### src/hw/rtl/c_comment_strip_tab_compact_top_assert.svh
// Assertion macros for the comment stripper top level.
// Depends on signals named clock and reset in the module that uses them.
`ifndef C_COMMENT_STRIP_TAB_COMPACT_TOP_ASSERT_SVH
`define C_COMMENT_STRIP_TAB_COMPACT_TOP_ASSERT_SVH

`ifndef ASSERT_OFF
`define CCSTC_ASSERT(lbl, prop) \
   lbl: assert property (@(posedge clock) disable iff (reset) prop) \
      else $error("ccstc assertion failed");
`define CCSTC_NEVER(lbl, expr) \
   `CCSTC_ASSERT(lbl, !(expr))
`else
`define CCSTC_ASSERT(lbl, prop)
`define CCSTC_NEVER(lbl, expr)
`endif

`endif

### src/hw/rtl/ccstc_pkg.sv
// Package for the comment stripper: item types, controller command and status
// types, and character constants. No dependencies.
`default_nettype none

package ccstc_pkg;

   localparam int PEND_W = 7;
   localparam int CNT_W  = 6;

   localparam logic [CNT_W-1:0] RES_CAP = 6'd34;

   localparam logic [7:0] CH_SLASH  = 8'h2F;
   localparam logic [7:0] CH_STAR   = 8'h2A;
   localparam logic [7:0] CH_DQUOTE = 8'h22;
   localparam logic [7:0] CH_SQUOTE = 8'h27;
   localparam logic [7:0] CH_BSLASH = 8'h5C;
   localparam logic [7:0] CH_NL     = 8'h0A;
   localparam logic [7:0] CH_TAB    = 8'h09;
   localparam logic [7:0] CH_SPACE  = 8'h20;

   typedef struct packed {
      logic [7:0] in_byte;
      logic       end_of_input;
   } req_type;

   typedef struct packed {
      logic [7:0] out_byte;
      logic       last_of_run;
   } rsp_type;

   typedef struct packed {
      logic load;
      logic step;
   } cmd_type;

   typedef struct packed {
      logic              out_free;
      logic              more;
      logic [PEND_W-1:0] pend;
   } status_type;

endpackage

`default_nettype wire

### src/hw/rtl/ccstc_ctrl.sv
// Controller for the comment stripper: accepts items and sequences byte runs.
// Depends on ccstc_pkg.
`default_nettype none

module ccstc_ctrl (
   input  wire logic                 clock,
   input  wire logic                 reset,
   input  wire logic                 req_valid,
   output logic                      req_ready,
   input  wire ccstc_pkg::status_type status,
   output ccstc_pkg::cmd_type        cmd
);
   import ccstc_pkg::*;

   typedef enum logic {ST_IDLE, ST_EMIT} state_type;

   state_type state_ff;
   state_type state_in;

   always_comb begin
      state_in  = state_ff;
      req_ready = 1'b0;
      cmd       = '0;
      case (state_ff)
         ST_IDLE: begin
            req_ready = status.out_free;
            cmd.load  = req_valid & status.out_free;
            if (cmd.load && status.more) begin
               state_in = ST_EMIT;
            end
         end
         ST_EMIT: begin
            cmd.step = status.out_free;
            if (cmd.step && !status.more) begin
               state_in = ST_IDLE;
            end
         end
         default: begin
            state_in = ST_IDLE;
         end
      endcase
   end

   always_ff @(posedge clock) begin
      if (reset) begin
         state_ff <= ST_IDLE;
      end else begin
         state_ff <= state_in;
      end
   end

endmodule

`default_nettype wire

### src/hw/rtl/ccstc_dp.sv
// Datapath for the comment stripper: scan state, run generator and output register.
// Depends on ccstc_pkg.
`default_nettype none

module ccstc_dp #(
   parameter int TAB_SPACES  = 4,
   parameter int MAX_PENDING = 124
) (
   input  wire logic                  clock,
   input  wire logic                  reset,
   input  wire ccstc_pkg::req_type    req_data,
   input  wire ccstc_pkg::cmd_type    cmd,
   output ccstc_pkg::status_type      status,
   output logic                       rsp_valid,
   input  wire logic                  rsp_ready,
   output ccstc_pkg::rsp_type         rsp_data
);
   import ccstc_pkg::*;

   typedef enum logic [3:0] {
      M_NORMAL, M_STR, M_STR_ESC, M_CHR, M_CHR_ESC,
      M_LINE_CMT, M_BLK_CMT, M_BLK_STAR, M_SLASH
   } mode_type;

   localparam logic [PEND_W-1:0] TAB_N = PEND_W'(TAB_SPACES);
   localparam logic [PEND_W-1:0] MAX_N = PEND_W'(MAX_PENDING);

   mode_type          mode_ff, mode_in;
   logic              ls_ff, ls_in;
   logic [PEND_W-1:0] pend_ff, pend_in;
   logic              nl_ff, nl_in;

   logic              slash_ff, slash_in;
   logic [PEND_W-1:0] rem_ff, rem_in;
   logic              fv_ff, fv_in;
   logic [7:0]        fb_ff, fb_in;
   logic [CNT_W-1:0]  cnt_ff, cnt_in;

   logic              rsp_valid_ff, rsp_valid_in;
   rsp_type           rsp_data_ff, rsp_data_in;

   logic              f_slash, f_fv, norm, ls_pre;
   logic [PEND_W-1:0] f_spaces;
   logic [7:0]        c;

   logic              src_slash, src_fv, has_byte, left, more_w, emit;
   logic [PEND_W-1:0] src_rem;
   logic [7:0]        src_fb, out_b;
   logic [CNT_W-1:0]  src_cnt;

   // Next scan state and the byte run caused by the offered item.
   always_comb begin
      c        = req_data.in_byte;
      mode_in  = mode_ff;
      ls_in    = ls_ff;
      pend_in  = pend_ff;
      nl_in    = nl_ff;
      f_slash  = 1'b0;
      f_spaces = '0;
      f_fv     = 1'b0;
      norm     = 1'b0;
      ls_pre   = 1'b0;
      if (req_data.end_of_input) begin
         f_slash  = (mode_ff == M_SLASH);
         f_spaces = pend_ff;
         mode_in  = M_NORMAL;
         ls_in    = 1'b1;
         pend_in  = '0;
         nl_in    = 1'b0;
      end else begin
         case (mode_ff)
            M_STR: begin
               f_fv = 1'b1; ls_in = 1'b0; nl_in = 1'b0;
               if (c == CH_BSLASH) begin
                  mode_in = M_STR_ESC;
               end else if (c == CH_DQUOTE) begin
                  mode_in = M_NORMAL;
               end
            end
            M_CHR: begin
               f_fv = 1'b1; ls_in = 1'b0; nl_in = 1'b0;
               if (c == CH_BSLASH) begin
                  mode_in = M_CHR_ESC;
               end else if (c == CH_SQUOTE) begin
                  mode_in = M_NORMAL;
               end
            end
            M_STR_ESC: begin
               f_fv = 1'b1; ls_in = 1'b0; nl_in = 1'b0; mode_in = M_STR;
            end
            M_CHR_ESC: begin
               f_fv = 1'b1; ls_in = 1'b0; nl_in = 1'b0; mode_in = M_CHR;
            end
            M_LINE_CMT: begin
               if (c == CH_NL) begin
                  mode_in = M_NORMAL;
               end
            end
            M_BLK_CMT: begin
               if (c == CH_STAR) begin
                  mode_in = M_BLK_STAR;
               end
            end
            M_BLK_STAR: begin
               if (c == CH_SLASH) begin
                  mode_in = M_NORMAL;
               end else if (c != CH_STAR) begin
                  mode_in = M_BLK_CMT;
               end
            end
            M_SLASH: begin
               if (c == CH_SLASH) begin
                  mode_in = M_LINE_CMT;
               end else if (c == CH_STAR) begin
                  mode_in = M_BLK_CMT;
               end else begin
                  f_slash = 1'b1; ls_in = 1'b0; nl_in = 1'b0;
                  mode_in = M_NORMAL; norm = 1'b1;
               end
            end
            default: begin
               mode_in = M_NORMAL;
               norm    = 1'b1;
            end
         endcase
         if (norm) begin
            ls_pre = ls_in;
            if (ls_pre && c == CH_SPACE) begin
               if (pend_in < MAX_N) begin
                  pend_in = pend_in + PEND_W'(1);
               end
            end else begin
               if ((ls_pre || c == CH_NL) && pend_in != '0) begin
                  f_spaces = pend_in;
                  pend_in  = '0;
                  ls_in    = 1'b0;
                  nl_in    = 1'b0;
               end
               if (ls_pre && c == CH_TAB) begin
                  f_fv = 1'b1; ls_in = 1'b0; nl_in = 1'b0;
               end else if (c == CH_SLASH) begin
                  mode_in = M_SLASH;
               end else if (c == CH_DQUOTE) begin
                  f_fv = 1'b1; ls_in = 1'b0; nl_in = 1'b0; mode_in = M_STR;
               end else if (c == CH_SQUOTE) begin
                  f_fv = 1'b1; ls_in = 1'b0; nl_in = 1'b0; mode_in = M_CHR;
               end else if (c == CH_NL) begin
                  if (!nl_in) begin
                     f_fv  = 1'b1;
                     nl_in = 1'b1;
                  end
                  ls_in = 1'b1;
               end else begin
                  f_fv = 1'b1; ls_in = 1'b0; nl_in = 1'b0;
               end
            end
         end
      end
   end

   // One byte of the run per command: held slash, tabs, spaces, final byte.
   always_comb begin
      src_slash = cmd.load ? f_slash  : slash_ff;
      src_rem   = cmd.load ? f_spaces : rem_ff;
      src_fv    = cmd.load ? f_fv     : fv_ff;
      src_fb    = cmd.load ? c        : fb_ff;
      src_cnt   = cmd.load ? '0       : cnt_ff;
      has_byte  = src_slash | (src_rem != '0) | src_fv;
      slash_in  = src_slash;
      rem_in    = src_rem;
      fv_in     = src_fv;
      fb_in     = src_fb;
      if (src_slash) begin
         out_b    = CH_SLASH;
         slash_in = 1'b0;
      end else if (src_rem >= TAB_N) begin
         out_b  = CH_TAB;
         rem_in = src_rem - TAB_N;
      end else if (src_rem != '0) begin
         out_b  = CH_SPACE;
         rem_in = src_rem - PEND_W'(1);
      end else begin
         out_b = src_fb;
         fv_in = 1'b0;
      end
      cnt_in = src_cnt + CNT_W'(1);
      left   = slash_in | (rem_in != '0) | fv_in;
      more_w = left && (cnt_in != RES_CAP);
      emit   = (cmd.load | cmd.step) && has_byte;

      rsp_valid_in = rsp_valid_ff;
      rsp_data_in  = rsp_data_ff;
      if (emit) begin
         rsp_valid_in            = 1'b1;
         rsp_data_in.out_byte    = out_b;
         rsp_data_in.last_of_run = !more_w;
      end else if (rsp_ready) begin
         rsp_valid_in = 1'b0;
      end
   end

   always_ff @(posedge clock) begin
      if (reset) begin
         mode_ff      <= M_NORMAL;
         ls_ff        <= 1'b1;
         pend_ff      <= '0;
         nl_ff        <= 1'b0;
         slash_ff     <= 1'b0;
         rem_ff       <= '0;
         fv_ff        <= 1'b0;
         cnt_ff       <= '0;
         rsp_valid_ff <= 1'b0;
      end else begin
         if (cmd.load) begin
            mode_ff <= mode_in;
            ls_ff   <= ls_in;
            pend_ff <= pend_in;
            nl_ff   <= nl_in;
         end
         if (cmd.load || cmd.step) begin
            slash_ff <= slash_in;
            rem_ff   <= rem_in;
            fv_ff    <= fv_in;
            cnt_ff   <= cnt_in;
         end
         rsp_valid_ff <= rsp_valid_in;
      end
   end

   always_ff @(posedge clock) begin
      if (cmd.load || cmd.step) begin
         fb_ff <= fb_in;
      end
      rsp_data_ff <= rsp_data_in;
   end

   assign status.out_free = !rsp_valid_ff || rsp_ready;
   assign status.more     = emit && more_w;
   assign status.pend     = pend_ff;
   assign rsp_valid       = rsp_valid_ff;
   assign rsp_data        = rsp_data_ff;

endmodule

`default_nettype wire

### src/hw/rtl/c_comment_strip_tab_compact_top.sv
// The first result byte of an item is valid in the cycle after the item is accepted.
// An item gives a run of bytes (held slash, tabs and spaces of an indent, final byte),
// one output register write per cycle while the output register is free; no new item
// is taken until the run ends. Results are capped at 34 per item.
// Reset is synchronous: normal mode at line start, no pending spaces, output empty.
`default_nettype none
`include "c_comment_strip_tab_compact_top_assert.svh"

module c_comment_strip_tab_compact_top #(
   parameter int TAB_SPACES  = 4,
   parameter int MAX_PENDING = 124
) (
   input  wire logic               clock,
   input  wire logic               reset,
   input  wire logic               req_valid,
   output logic                    req_ready,
   input  wire ccstc_pkg::req_type req_data,
   output logic                    rsp_valid,
   input  wire logic               rsp_ready,
   output ccstc_pkg::rsp_type      rsp_data
);
   import ccstc_pkg::*;

   cmd_type    cmd;
   status_type status;

   ccstc_ctrl u_ctrl (
      .clock     (clock),
      .reset     (reset),
      .req_valid (req_valid),
      .req_ready (req_ready),
      .status    (status),
      .cmd       (cmd)
   );

   ccstc_dp #(
      .TAB_SPACES  (TAB_SPACES),
      .MAX_PENDING (MAX_PENDING)
   ) u_dp (
      .clock     (clock),
      .reset     (reset),
      .req_data  (req_data),
      .cmd       (cmd),
      .status    (status),
      .rsp_valid (rsp_valid),
      .rsp_ready (rsp_ready),
      .rsp_data  (rsp_data)
   );

   // An item is only taken when the output register can take its first byte.
   `CCSTC_ASSERT(a_accept_out_free, (req_valid && req_ready) |-> (!rsp_valid || rsp_ready))
   `CCSTC_NEVER(a_pend_bound, status.pend > PEND_W'(MAX_PENDING))
   `CCSTC_ASSERT(a_eoi_clears, (req_valid && req_ready && req_data.end_of_input) |=> (status.pend == '0))
   `CCSTC_NEVER(a_load_step_excl, cmd.load && cmd.step)

endmodule

`default_nettype wire
### config.mk
export PLATFORM = sky130hd
export DESIGN_NAME = c_comment_strip_tab_compact_top
export DESIGN_NICKNAME = d
export VERILOG_FILES = /design/src/hw/rtl/ccstc_pkg.sv /design/src/hw/rtl/ccstc_ctrl.sv /design/src/hw/rtl/ccstc_dp.sv /design/src/hw/rtl/c_comment_strip_tab_compact_top.sv
export VERILOG_INCLUDE_DIRS = /design/src /design/src/hw/rtl
export SDC_FILE = /design/constraint.sdc
export NUM_CORES = 1
export LEC_CHECK = 0
export ABC_AREA = 1
export BUFFER_PORTS_ARGS = -buffer_cell sky130_fd_sc_hd__buf_2
export CAP_MARGIN = 20
export CORE_MARGIN = 4
export CORE_UTILIZATION = 55
export CTS_CLUSTER_DIAMETER = 120
export CTS_CLUSTER_SIZE = 24
export DETAILED_ROUTE_END_ITERATION = 8
export PLACE_DENSITY = 0.77
export SLEW_MARGIN = 20
export SYNTH_ARGS = -nofsm -noshare
export SYNTH_HDL_FRONTEND = slang
export SYNTH_HIERARCHICAL = 1
export SYNTH_SLANG_ARGS = --single-unit
### constraint.sdc
create_clock -name clock -period 3.05 [get_ports clock]
set_input_delay 0 -clock clock [delete_from_list [all_inputs] [get_ports clock]]
set_output_delay 0 -clock clock [all_outputs]
set_load 0.01 [all_outputs]
### After elaboration in Yosys (flattened, before gate mapping)

Index checks and enable logic that the tools add are counted.

* register bits after elaboration: 46
* input bits: 13
* output and inout bits: 11
* logic and storage cells: 159

* $add $sub $neg: 4
* $lt $le $gt $ge: 2
* equality and inequality tests: 19
* multiplexer cells: 89
* bitwise logic cells: 6
* reduce and logical (&&, ||, !) cells: 25

Operators by type and width (number)
* 7-bit 2-to-1 mux: 13
* 4-bit 2-to-1 mux: 16
* 1-bit 2-to-1 mux: 50
* 8-bit by 6-bit equality test with 1-bit output (second input constant): 5
* 4-bit case mux with 8 select lines: 1
* 7-bit nonzero test: 3
* 6-bit 2-to-1 mux: 3
* 4-bit by 3-bit equality test with 1-bit output (second input constant): 4
* 8-bit by 4-bit equality test with 1-bit output (second input constant): 2
* 4-bit by 2-bit equality test with 1-bit output (second input constant): 2
* 8-bit by 7-bit equality test with 1-bit output (second input constant): 1
* 1-bit logical AND: 8
* 8-bit 2-to-1 mux: 1
* 8-bit by 6-bit != test with 1-bit output (second input constant): 1
* 1-bit case mux with 2 select lines: 4
* 7-bit by 1-bit adder with 7-bit output (second input constant): 1
* 7-bit by 3-bit >= comparator with 1-bit output (second input constant): 1
* 7-bit < comparator (second input constant): 1
* 7-bit OR reduction: 1
* 7-bit by 1-bit subtractor with 7-bit output (second input constant): 1
* 7-bit by 3-bit subtractor with 7-bit output (second input constant): 1
* 6-bit by 1-bit adder with 6-bit output (second input constant): 1
* 6-bit != test (second input constant): 1
* 4-bit by 1-bit equality test with 1-bit output (second input constant): 1
* 14 further kinds: 22

### Depth between registers and ports, before layout

* depth after elaboration: 31
* gate-level depth with buffers: 32
* depth with buffers taken out: 32

### Modules after synthesis

The synthesis kept the hierarchy.

By module, submodules not included
* ccstc_dp: instances 1, cells an instance 442, area an instance 3089.2 um2, seq. area each 1071.0 um2
* ccstc_ctrl: instances 1, cells an instance 13, area an instance 66.3 um2, seq. area each 20.0 um2

### Least setup slack after synthesis

Ideal clock, no wire load.

* path kind: register to register
* start point: register u_dp.mode_ff[0]
* end point: register u_ctrl.state_ff
* setup time: 0.064 ns
* arrival time: 3.172 ns
* data required time: 2.986 ns
* setup slack: -0.185 ns
* stages on the path, launching flop included: 24
* buffers on the path: 0
* period minus slack after synthesis: 3.235 ns
* cells stage by stage: dfxtp_1 -> nor2_4 -> a21oi_4 -> nand2_2 -> nand2_2 -> nand2_4 -> nand3_4 -> nand2_2 -> o21ai_4 -> nand2_1 -> nand2_1 -> inv_1 -> ha_1 -> nand2_1 -> inv_1 -> nand3_2 -> inv_1 -> a31oi_1 -> inv_1 -> nor2_1 -> inv_1 -> nand2_1 -> nand2_1 -> nor2_1

RTL lines
* start, declared: RTL line ccstc_dp.sv:28 `mode_type mode_ff, mode_in;`
* start signal, assigned: RTL line ccstc_dp.sv:215 `mode_ff <= mode_in;`
* end signal, assigned: RTL line ccstc_ctrl.sv:48 `state_ff <= state_in;`
* end, declared: RTL line ccstc_ctrl.sv:17 `state_type state_ff;`

==> results by group <==
Run status
  – Status: finished clean

Drt
  – DR DRC count: 0
  – First-pass detailed-route iteration total: 4
  – Met2 Wirelength: about 3.8 mm
  – Top routing layer in use: met4
  – Vias per inst: between 5 and 6
  – Metal1 wirelength: roughly 3.7 mm
  – Antenna-violating nets left: 0
  – Initial DRC count: approximately 260
  – Drt total wl: between 8 and 9 mm
  – Met3 WL post-DR: ~460 µm
  – Wire per inst: about 14 µm
  – Vias: 3152

STA
  – Fin. Hold Viols: 0
  – Count of final max-slew check failures: 0
  – Worst slew pin tran: slightly above 900 ps
  – Final setup violation count: 0
  – RSZ-0062 raised after global routing: yes
  – Fin Clk Skew: roughly 6.5 ps
  – Min Hold Slack: about 83 ps
  – Peak Freq: roughly 0.33 GHz
  – Fin crit share: between 90% and 100%
  – Max transition margin: 38.3%
  – Minimum clock period: 3000 ps
  – Setup TNS Final: 0 ps

Clocking
  – CTS tree: built
  – Clock Tree Buf Depth: 2
  – Worst-path clk slew: approximately 90 ps
  – Clk sinks: 46
  – TritonCTS Buffers: 5
  – Clk Latency, worst-skew pair: roughly 300 ps
  – H-tree Lvls: 2
  – Root Buffer: clkbuf_8

Worst setup path
  – WP data arrival: 3200 ps
  – CP Class: flop to flop
  – Crit Path Max Fanout: 5
  – Setup crit end kind: flop
  – Crit start category: flop
  – Crit-path max cell delay: 370 ps
  – CP required: about 3300 ps
  – Critical path's slowest cell: dfxtp_4
  – Crit path top cell by count: nand2_1

Synth
  – Yosys top cell by area: dfxtp_1
  – Post-synth EDFFs: 17
  – Most common cell in the synthesized netlist: nand2_1
  – Synth cell types: 40
  – Async SR Flop Fraction: 0%
  – Syn nets: roughly 480
  – Top_reg_cell synth: dfxtp_1
  – Yosys warnings: 6
  – #FFs+latches synth: between 40 and 50
  – Sequential share of the synthesized area: between 30% and 40%
  – Mapped Cells: 455
  – Ranking of synthesized cells by area: dfxtp_1 (18%), edfxtp_1 (16%), nand2_1 (13%)
  – Mapped cell area: approximately 3200 µm²
  – Commonest cells in the synthesized netlist: nand2_1 (111), inv_1 (65), nor2_1 (42)
  – Mapped Avg Cell Area: roughly 6.9 µm²
  – Top-area cell type share of the netlist area: a little under a fifth

Global routing
  – Overall Global Routing Usage: between 20 and 25%
  – Remaining Overflow, GRT: 0
  – Vias in the first global route: approximately 2900
  – Largest net degree at the start of global routing: 30
  – Initial antenna violation count: 0
  – First-pass GRT wire length: 12.9 mm

Power
  – Peak supply drop: ~0.51 mV
  – Switching share of power: roughly 46%
  – Register share of total power: 29.6%
  – Switching pwr: approximately 1.5 mW
  – Lkg Pwr: approximately 1.8 nW
  – Power Density: approximately 900 nW/µm²
  – Gate power share: approximately 59%
  – Clock Power Share: 11.6%
  – Pint: roughly 1.8 mW

Placed design
  – DP HPWL: just under 6 mm
  – GPL Wtd Cong: between 1 and 1.5
  – I/O Buffers: 23

Die
  – # rows: 27
  – DIE WIDTH: about 84 µm
  – Io pins: 24
  – Core box area: approximately 5500 µm²
  – Die height: 83.7 µm
  – DIE AREA: about 7000 µm²
  – Starting density of the core: between 50% and 60%

Finish
  – Area Overhead vs Synth: 20.1%
  – Ant diodes: 0
  – Fillers: around 450
  – Share of cells above drive strength 1: 27.8%
  – Nets: 527

Min path
  – Type of the tightest min-delay check: input port to flop

Run
  – Max Cap Violations: 0
-- cells in the final DEF (no fill, tap or decap), types with 7 or more instances in the layout --
cell type	netlist	final
a21oi_1	25	24
buf_2	1	23
buf_4	0	30
dfxtp_1	29	24
edfxtp_1	17	17
inv_1	65	58
inv_2	6	12
nand2_1	111	100
nand2_2	15	22
nand2_4	5	9
nand3_1	30	27
nor2_1	42	39
nor2_4	5	7
nor3_1	10	10
o21ai_0	30	29
-- timing repair --
action | CTS | global route
hold endpoints to repair | 1 | 0
setup buffers | 0 | 12
setup endpoints to repair | 1 | 12
hold buffers | 1 | 0
pin swaps | 1 | 27
resized for setup | 1 | 45
-- path summary, 6_finish.rpt --
kind	start	end	slack, ps	cells after the start
max	u_dp/mode_ff[1]	u_ctrl/state_ff	50	29
min	req_data[0]	u_dp/ls_ff	80	3
max reg2reg	u_dp/mode_ff[1]	u_ctrl/state_ff	50	29
min reg2reg	u_dp/cnt_ff[0]	u_dp/cnt_ff[0]	470	2
-- power groups by stage --
stage | clock network [mW] | registers (mW) | logic [mW]
final | 0.388 | 0.989 | 1.97
after global placement | 0 | 0.989 | 1.61
after floorplan | 0 | 1.02 | 1.21
after CTS | 0.401 | 0.983 | 1.64
after global routing | 0.432 | 1.01 | 2.18
after detailed placement | 0 | 0.996 | 1.63
-- per-stage QoR --
step | area [µm²] | power (mW) | cells | utilization (%) | setup slack, ps
6_report | 3790 | 3.35 | 580 | 68.4 | 50.6
5_1_grt | 3790 | 3.62 | 580 | 68.4 | -185
4_1_cts | 3570 | 3.02 | 568 | 64.5 | 7.48
3_5_place_dp | 3470 | 2.63 | 559 | 62.6 | -0.776
3_3_place_gp | 3470 | 2.60 | 559 | 62.6 | 120
2_1_floorplan | 3160 | 2.24 | 455 | - | 50.1
-- critical path, delay by kind of cell, from the launching register on --
kind	cells	cell delay [ps]
AOI/OAI and AO/OA	1	270
adders and majority gates	1	180
buffers and inverters	4	230
DFF	1	370
and+or+nand+nor	23	1850
-- sequential cells by signal, summed over array words and instances (netlist names) --
signal	cells
u_dp/pend_ff	7
u_dp/nl_ff	1
u_dp/rsp_valid	1
u_dp/fv_ff	1
u_dp/rsp_data	9
u_dp/ls_ff	1
u_dp/cnt_ff	6
u_ctrl/state_ff	1
u_dp/rem_ff	7
u_dp/fb_ff	8
u_dp/mode_ff	4
-- cells by family after synthesis --
| kind of cell | synth area share, % |
|---|---|
| AOI/OAI and AO/OA | 14.6 |
| and+or+nand+nor | 37.1 |
| xor gates and xnor gates | 1.39 |
| adders and majority gates | 2.78 |
| buffers and inverters | 9.56 |
| DFF | 34.6 |
-- metal layers --
layer	global-route usage (%)	vias to the layer above
met5	0	-
met1	29.3	1445
met2	36.8	106
met3	4.24	11
li1	-	1590
met4	5.41	0
-- layout make-up --
class | count | area, µm² | share of cell area [%]
Inverter | 71 | 269 | 7.10
Multi-Input combinational cell | 329 | 1890 | 49.7
Sequential cell | 46 | 1100 | 29.1
Clock buffer | 5 | 68.8 | 1.82
Timing Repair Buffer | 54 | 350 | 9.24
Tap cell | 72 | 90.1 | 2.38
Clock inverter | 3 | 25.0 | 0.660
Note: power is estimated with default switching activity, not from simulation.
